`src/sv/sapq_pkg.sv`:
```
package sapq_pkg;

  localparam int CAPACITY    = 16;
  localparam int VALUE_WIDTH = 32;
  localparam int CNT_W       = $clog2(CAPACITY + 1);

  // fixed field widths of the channel words
  localparam int IN_VALUE_W  = 32;
  localparam int OUT_VALUE_W = 32;
  localparam int OUT_COUNT_W = 5;

  typedef enum logic {
    OP_INSERT = 1'b0,
    OP_DELETE = 1'b1
  } op_e;

  typedef logic signed [VALUE_WIDTH-1:0] val_t;

  // broadcast to every cell for one accepted word
  typedef struct packed {
    logic ins;
    logic del;
    val_t value;
  } cmd_t;

endpackage

```
`src/sv/sapq_in_if.sv`:
```
interface sapq_in_if;
  import sapq_pkg::*;

  logic                          valid;
  logic                          ready;
  op_e                           op;
  logic signed [IN_VALUE_W-1:0]  value;

  modport source (output valid, output op, output value, input ready);
  modport sink   (input valid, input op, input value, output ready);
endinterface

```
`src/sv/sapq_out_if.sv`:
```
interface sapq_out_if;
  import sapq_pkg::*;

  logic                          valid;
  logic                          ready;
  logic signed [OUT_VALUE_W-1:0] min_value;
  logic [OUT_COUNT_W-1:0]        count;
  logic                          empty_res;
  logic                          full_res;
  logic                          error;

  modport source (output valid, output min_value, output count, output empty_res,
                  output full_res, output error, input ready);
  modport sink   (input valid, input min_value, input count, input empty_res,
                  input full_res, input error, output ready);
endinterface

```
`src/sv/sapq_cell.sv`:
```
module sapq_cell (
  input  logic            clk_i,
  input  sapq_pkg::cmd_t  cmd_i,
  input  logic            occ_i,       // cell holds a live entry
  input  logic            left_le_i,   // all entries left of here are <= value
  input  sapq_pkg::val_t  left_val_i,
  input  sapq_pkg::val_t  right_val_i,
  output logic            le_o,
  output sapq_pkg::val_t  val_o,
  output sapq_pkg::val_t  nxt_o
);
  import sapq_pkg::*;

  val_t val_q, val_d;

  assign le_o = occ_i && (val_q <= cmd_i.value);

  always_comb begin
    val_d = val_q;
    if (cmd_i.ins) begin
      if (!left_le_i) begin
        val_d = left_val_i;        // shift up
      end else if (!le_o) begin
        val_d = cmd_i.value;       // insertion point
      end
    end else if (cmd_i.del) begin
      val_d = right_val_i;         // shift down
    end
  end

  always_ff @(posedge clk_i) begin
    val_q <= val_d;
  end

  assign val_o = val_q;
  assign nxt_o = val_d;

endmodule

```
`src/sv/sorted_array_priority_queue.sv`:
```
// Sorted-array priority queue, minimum first, built as a row of CAPACITY cells.
// The result word for an accepted item is registered and offered in the next cycle.
// Throughput: one insert or delete per cycle; every cell compares and shifts
// in parallel, so the rate is set only by the output register handshake.
// Reset (rst_ni low, async) empties the queue and drops any pending result;
// cell contents are not cleared, since no cell at or above the count is read.
module sorted_array_priority_queue (
  input  logic clk_i,
  input  logic rst_ni,
  sapq_in_if.sink    in_i,
  sapq_out_if.source out_o
);
  import sapq_pkg::*;

  logic [CNT_W-1:0] cnt_q, cnt_d;
  logic             accept;
  logic             is_full, is_empty;
  logic             err;
  cmd_t             cmd;

  // per-cell signals
  logic             occ     [CAPACITY];
  logic             le      [CAPACITY];
  logic             left_le [CAPACITY];
  val_t             cell_val[CAPACITY];
  val_t             cell_nxt[CAPACITY];
  val_t             left_val[CAPACITY];
  val_t             right_val[CAPACITY];

  // output register
  logic                          ovalid_q;
  logic signed [OUT_VALUE_W-1:0] min_q, min_d;
  logic [OUT_COUNT_W-1:0]        count_q;
  logic                          empty_q, full_q, err_q;

  // Accept whenever the output register is free or being drained this cycle.
  assign in_i.ready = !ovalid_q || out_o.ready;
  assign accept     = in_i.valid && in_i.ready;

  assign is_full  = (cnt_q == CNT_W'(CAPACITY));
  assign is_empty = (cnt_q == '0);

  // Insert on full and delete on empty leave the queue alone and flag error.
  always_comb begin
    err = 1'b0;
    if (in_i.op == OP_INSERT) begin
      err = is_full;
    end else begin
      err = is_empty;
    end
  end

  assign cmd.ins   = accept && !err && (in_i.op == OP_INSERT);
  assign cmd.del   = accept && !err && (in_i.op == OP_DELETE);
  assign cmd.value = VALUE_WIDTH'(in_i.value);

  always_comb begin
    cnt_d = cnt_q;
    if (cmd.ins) begin
      cnt_d = cnt_q + CNT_W'(1);
    end else if (cmd.del) begin
      cnt_d = cnt_q - CNT_W'(1);
    end
  end

  // Cell row: each cell sees its left and right neighbors only. The left
  // "<=" flag runs as a chain; since the row is sorted it is a prefix mask.
  for (genvar i = 0; i < CAPACITY; i++) begin : g_cell
    assign occ[i] = (CNT_W'(i) < cnt_q);

    if (i == 0) begin : g_first
      assign left_le[i]  = 1'b1;
      assign left_val[i] = cell_val[i];
    end else begin : g_inner
      assign left_le[i]  = le[i-1];
      assign left_val[i] = cell_val[i-1];
    end

    if (i == CAPACITY - 1) begin : g_last
      assign right_val[i] = cell_val[i];
    end else begin : g_mid
      assign right_val[i] = cell_val[i+1];
    end

    sapq_cell u_cell (
      .clk_i       (clk_i),
      .cmd_i       (cmd),
      .occ_i       (occ[i]),
      .left_le_i   (left_le[i]),
      .left_val_i  (left_val[i]),
      .right_val_i (right_val[i]),
      .le_o        (le[i]),
      .val_o       (cell_val[i]),
      .nxt_o       (cell_nxt[i])
    );
  end

  always_ff @(posedge clk_i or negedge rst_ni) begin
    if (!rst_ni) begin
      cnt_q <= '0;
    end else begin
      cnt_q <= cnt_d;
    end
  end

  // Minimum is cell 0 after the update; zero when the queue ends up empty.
  assign min_d = (cnt_d != '0) ? OUT_VALUE_W'(cell_nxt[0]) : '0;

  always_ff @(posedge clk_i or negedge rst_ni) begin
    if (!rst_ni) begin
      ovalid_q <= 1'b0;
    end else if (accept) begin
      ovalid_q <= 1'b1;
    end else if (out_o.ready) begin
      ovalid_q <= 1'b0;
    end
  end

  always_ff @(posedge clk_i) begin
    if (accept) begin
      min_q   <= min_d;
      count_q <= OUT_COUNT_W'(cnt_d);
      empty_q <= (cnt_d == '0);
      full_q  <= (cnt_d == CNT_W'(CAPACITY));
      err_q   <= err;
    end
  end

  assign out_o.valid     = ovalid_q;
  assign out_o.min_value = min_q;
  assign out_o.count     = count_q;
  assign out_o.empty_res = empty_q;
  assign out_o.full_res  = full_q;
  assign out_o.error     = err_q;

  // ---------------------------------------------------------------- checks
  a_cnt_range : assert property (@(posedge clk_i) disable iff (!rst_ni)
    cnt_q <= CNT_W'(CAPACITY))
    else $error("entry count above capacity");

  a_err_result : assert property (@(posedge clk_i) disable iff (!rst_ni)
    (accept && err) |=> (out_o.valid && out_o.error && cnt_q == $past(cnt_q)))
    else $error("ignored item changed the queue or lost its error flag");

  a_del_count : assert property (@(posedge clk_i) disable iff (!rst_ni)
    cmd.del |=> (cnt_q == $past(cnt_q) - CNT_W'(1)))
    else $error("delete did not drop one entry");

  for (genvar i = 0; i < CAPACITY - 1; i++) begin : g_chk
    a_sorted : assert property (@(posedge clk_i) disable iff (!rst_ni)
      (CNT_W'(i + 1) < cnt_q) |-> (cell_val[i] <= cell_val[i+1]))
      else $error("cell row out of order");
  end

endmodule
```
`src/flat_wrapper.sv`:
```
// flat-port wrapper written by rule: the top's interface ports become plain ports
module sorted_array_priority_queue_flat import sapq_pkg::*;
  (clk_i, rst_ni, in_i_valid, in_i_op, in_i_value, in_i_ready, out_o_valid, out_o_min_value, out_o_count, out_o_empty_res, out_o_full_res, out_o_error, out_o_ready);
  sapq_in_if in_i_i ();
  sapq_out_if out_o_i ();
  input  logic clk_i;
  input  logic rst_ni;
  input wire logic [$bits(in_i_i.valid)-1:0] in_i_valid;
  input wire logic [$bits(in_i_i.op)-1:0] in_i_op;
  input wire logic [$bits(in_i_i.value)-1:0] in_i_value;
  output wire logic [$bits(in_i_i.ready)-1:0] in_i_ready;
  output wire logic [$bits(out_o_i.valid)-1:0] out_o_valid;
  output wire logic [$bits(out_o_i.min_value)-1:0] out_o_min_value;
  output wire logic [$bits(out_o_i.count)-1:0] out_o_count;
  output wire logic [$bits(out_o_i.empty_res)-1:0] out_o_empty_res;
  output wire logic [$bits(out_o_i.full_res)-1:0] out_o_full_res;
  output wire logic [$bits(out_o_i.error)-1:0] out_o_error;
  input wire logic [$bits(out_o_i.ready)-1:0] out_o_ready;
  assign in_i_i.valid = in_i_valid;
  assign in_i_i.op = in_i_op;
  assign in_i_i.value = in_i_value;
  assign in_i_ready = in_i_i.ready;
  assign out_o_valid = out_o_i.valid;
  assign out_o_min_value = out_o_i.min_value;
  assign out_o_count = out_o_i.count;
  assign out_o_empty_res = out_o_i.empty_res;
  assign out_o_full_res = out_o_i.full_res;
  assign out_o_error = out_o_i.error;
  assign out_o_i.ready = out_o_ready;
  sorted_array_priority_queue u_core (.clk_i(clk_i), .rst_ni(rst_ni), .in_i(in_i_i), .out_o(out_o_i));
endmodule
```
`config.mk`:
```
export PLATFORM = sky130hd
export DESIGN_NAME = sorted_array_priority_queue_flat
export DESIGN_NICKNAME = d
export VERILOG_FILES = /design/src/sv/sapq_pkg.sv /design/src/sv/sapq_in_if.sv /design/src/sv/sapq_out_if.sv /design/src/sv/sapq_cell.sv /design/src/sv/sorted_array_priority_queue.sv /design/src/flat_wrapper.sv
export SDC_FILE = /design/constraint.sdc
export NUM_CORES = 2
export LEC_CHECK = 0
export BUFFER_PORTS_ARGS = -buffer_cell sky130_fd_sc_hd__buf_2
export CAP_MARGIN = 20
export CORE_ASPECT_RATIO = 2
export CORE_MARGIN = 3
export CORE_UTILIZATION = 30
export CTS_BUF_LIST = sky130_fd_sc_hd__clkbuf_8
export CTS_CLUSTER_SIZE = 25
export DETAILED_ROUTE_END_ITERATION = 8
export HOLD_SLACK_MARGIN = 0.05
export PLACE_DENSITY_LB_ADDON = 0.3
export RECOVER_POWER = 25
export SLEW_MARGIN = 20
export SYNTH_ARGS = -nofsm -noshare
export SYNTH_HDL_FRONTEND = slang
export SYNTH_HIERARCHICAL = 1
export SYNTH_SLANG_ARGS = --single-unit
```
`constraint.sdc`:
```
create_clock -name clk_i -period 4.3 [get_ports clk_i]
set_input_delay 0.86 -clock clk_i [delete_from_list [all_inputs] [get_ports clk_i]]
set_output_delay 0.86 -clock clk_i [all_outputs]
set_load 0.01 [all_outputs]
```
==> results.json <==
{
  "vias_per_cell": 6.267,
  "insertion_delay_ns": 0.85,
  "cts_resized": 0,
  "clock-sinks": 558,
  "synthesis.area_um2": 53460,
  "hp-class": "input pin to flip-flop",
  "die_h_um": 603.0,
  "worst_slew_pin_slew_ns": 2.360,
  "rsz0062_at_grt": "no",
  "status": "finished with violations",
  "p_total_w": 0.04716,
  "required_ns": 4.96,
  "cellPowerDensity_nw_per_um2": 771.4,
  "startpoint_type": "input pin",
  "final_cell_mix": "nand4_1 (610), inv_1 (595), buf_4 (525)",
  "slew_headroom_pct": -57.34,
  "dp.cells": 8418,
  "min_period_ns": 4.129,
  "cts_tree": "yes",
  "wl_per_cell_um": 29.07,
  "whs_path_depth": 3,
  "ys_warn_count": 6,
  "period_share_pct": 96.01,
  "hold_viol": 0,
  "clk_path_buf_depth": 3,
  "cts_setup_buffers": 0,
  "crit_chain": "clkbuf_1 -> clkbuf_2 -> inv_1 -> ha_1 -> buf_4 -> nand2_1 -> o21ai_0 -> a221oi_1 -> nor3_1 -> o21ba_1 -> buf_4 -> o31ai_2 -> a31oi_1 -> clkbuf_1 -> a21boi_1",
  "ios": 79,
  "remaining_drc_errors": 0,
  "crit_path_max_incr_delay_ns": 0.50,
  "nNetsFinal": 6759,
  "end_kind": "flip-flop",
  "rrSetupSlack_ns": 0.29,
  "die_x_um": 304.5,
  "dr.first_iter.drc_count": 3925,
  "drt-total-wl_um": 249800,
  "final.setup_skew_ns": 0.08942,
  "path_clk_slew_ns": 0.07,
  "reg2reg_to": "u_core/g_cell[2].u_cell/val_o[0]",
  "layout_commonest_cell": "nand4_1",
  "crit_type": "input pin to flip-flop",
  "rows": 218,
  "p_leak_nw": 23.97,
  "initial_utilization_pct": 30.24,
  "violations": "capacitance limit, slew limit",
  "antenna_found_initial": 16,
  "finalSetupViolCount": 0,
  "drt-pass1-iter-count": 8,
  "min_to": "u_core/out_o.valid",
  "fin_tns_setup_ns": 0,
  "syn_inst": 5966,
  "die_area_um2": 183600,
  "min_from": "in_i_valid",
  "critPathArrivalTime_ns": 4.79,
  "crit_fanout": 31,
  "reg2reg_from": "u_core/cnt_q[0]",
  "grt_max_degree": 140,
  "cp_slowest_cell": "buf_4",
  "drv_cap": 2,
  "htree_levels": 3,
  "syn2layout_area_growth_pct": 14.36,
  "io_buffers": 78,
  "grt_first_pass_wirelength_um": 362300,
  "clock.fmax_ghz": 0.2422,
  "first_global_vias": 55240,
  "slew_viol_final": 77,
  "root_buffer": "clkbuf_8",
  "vias": 53870,
  "antenna_left": 0,
  "grt.overflow.total": 0,
  "finalWeightedCongestion": 0.9976,
  "instances_no_fill": 8595,
  "ff2ff_path_depth": 10,
  "dp_hpwl_um": 188700,
  "core-area_um2": 176800,
  "whs_ns": 0.4809,
  "grt_use_total_pct": 25.97,
  "irDropWorstVdd_v": 0.0004660,
  "drive_gt1_share_pct": 30.84,
  "cts_buffers": 94,
  "synth_area_per_cell_um2": 8.960,
  "cts_hold_buf": 1
}
[worst max-delay path by stage]
stage / to / from / cells after the start / slack, ns
after floorplan: u_core/g_cell[4].u_cell/val_o[0] / in_i_value[31] / 17 / 0.32
final: u_core/out_o.min_value[5] / in_i_value[7] / 15 / 0.17
after global placement: u_core/g_cell[14].u_cell/val_o[0] / in_i_value[23] / 16 / -0.28
after global routing: u_core/g_cell[4].u_cell/val_o[1] / u_core/cnt_q[0] / 10 / 0.07
after detailed placement: u_core/g_cell[14].u_cell/val_o[0] / in_i_value[23] / 16 / -0.29
after CTS: u_core/out_o.min_value[4] / u_core/g_cell[0].u_cell/val_o[26] / 10 / 0.56
[metal layers]
| metal | vias up | routed length, µm | GRT usage (%) |
|---|---|---|---|
| li1 | 23890 | - | - |
| met1 | 26070 | 75730 | 22.32 |
| met2 | 2600 | 132000 | 49.31 |
| met3 | 1296 | 12340 | 3.946 |
| met4 | 4 | 29750 | 26.52 |
| met5 | - | 27 | 0 |
[stage by stage]
step / area (µm²) / setup slack [ns] / utilization, %
global route: 61120 / 0.07368 / 34.58
floorplan: 53460 / 0.3156 / -
global placement: 59210 / -0.2834 / 33.50
detailed placement: 59210 / -0.2859 / 33.50
CTS: 61200 / 0.5615 / 34.63
finish: 61130 / 0.1714 / 34.59
[sequential cells by signal, indices dropped and copies added (netlist names)]
name,flops
u_core/g_cell.u_cell/val_o,512
u_core/out_o.min_value,32
u_core/cnt_q,5
u_core/out_o.count,5
u_core/out_o.empty_res,1
u_core/out_o.error,1
u_core/out_o.full_res,1
u_core/out_o.valid,1
[area by class of cell]
cell class | instances | area, µm²
multi-input combinational | 4251 | 35790
sequential | 558 | 11600
clock buffer | 114 | 1569
tap | 2310 | 2890
fill | 18210 | 115600
clock inverter | 53 | 417.9
antenna | 8 | 20.02
timing repair buffer | 731 | 6701
inverter | 570 | 2140
[critical path, delay by kind of cell]
family	cells	cell delay, ns
buf+inv	6	1.67
compound gates	6	1.41
fa+ha+maj	1	0.33
simple gates	2	0.46
[where the power goes]
group / internal (W) / switching (W) / total, W
logic: 0.0121 / 0.0178 / 0.0299
registers: 0.00783 / 0.00391 / 0.0117
clock network: 0.00273 / 0.00275 / 0.00548
(Power assumes the default switching activity.)
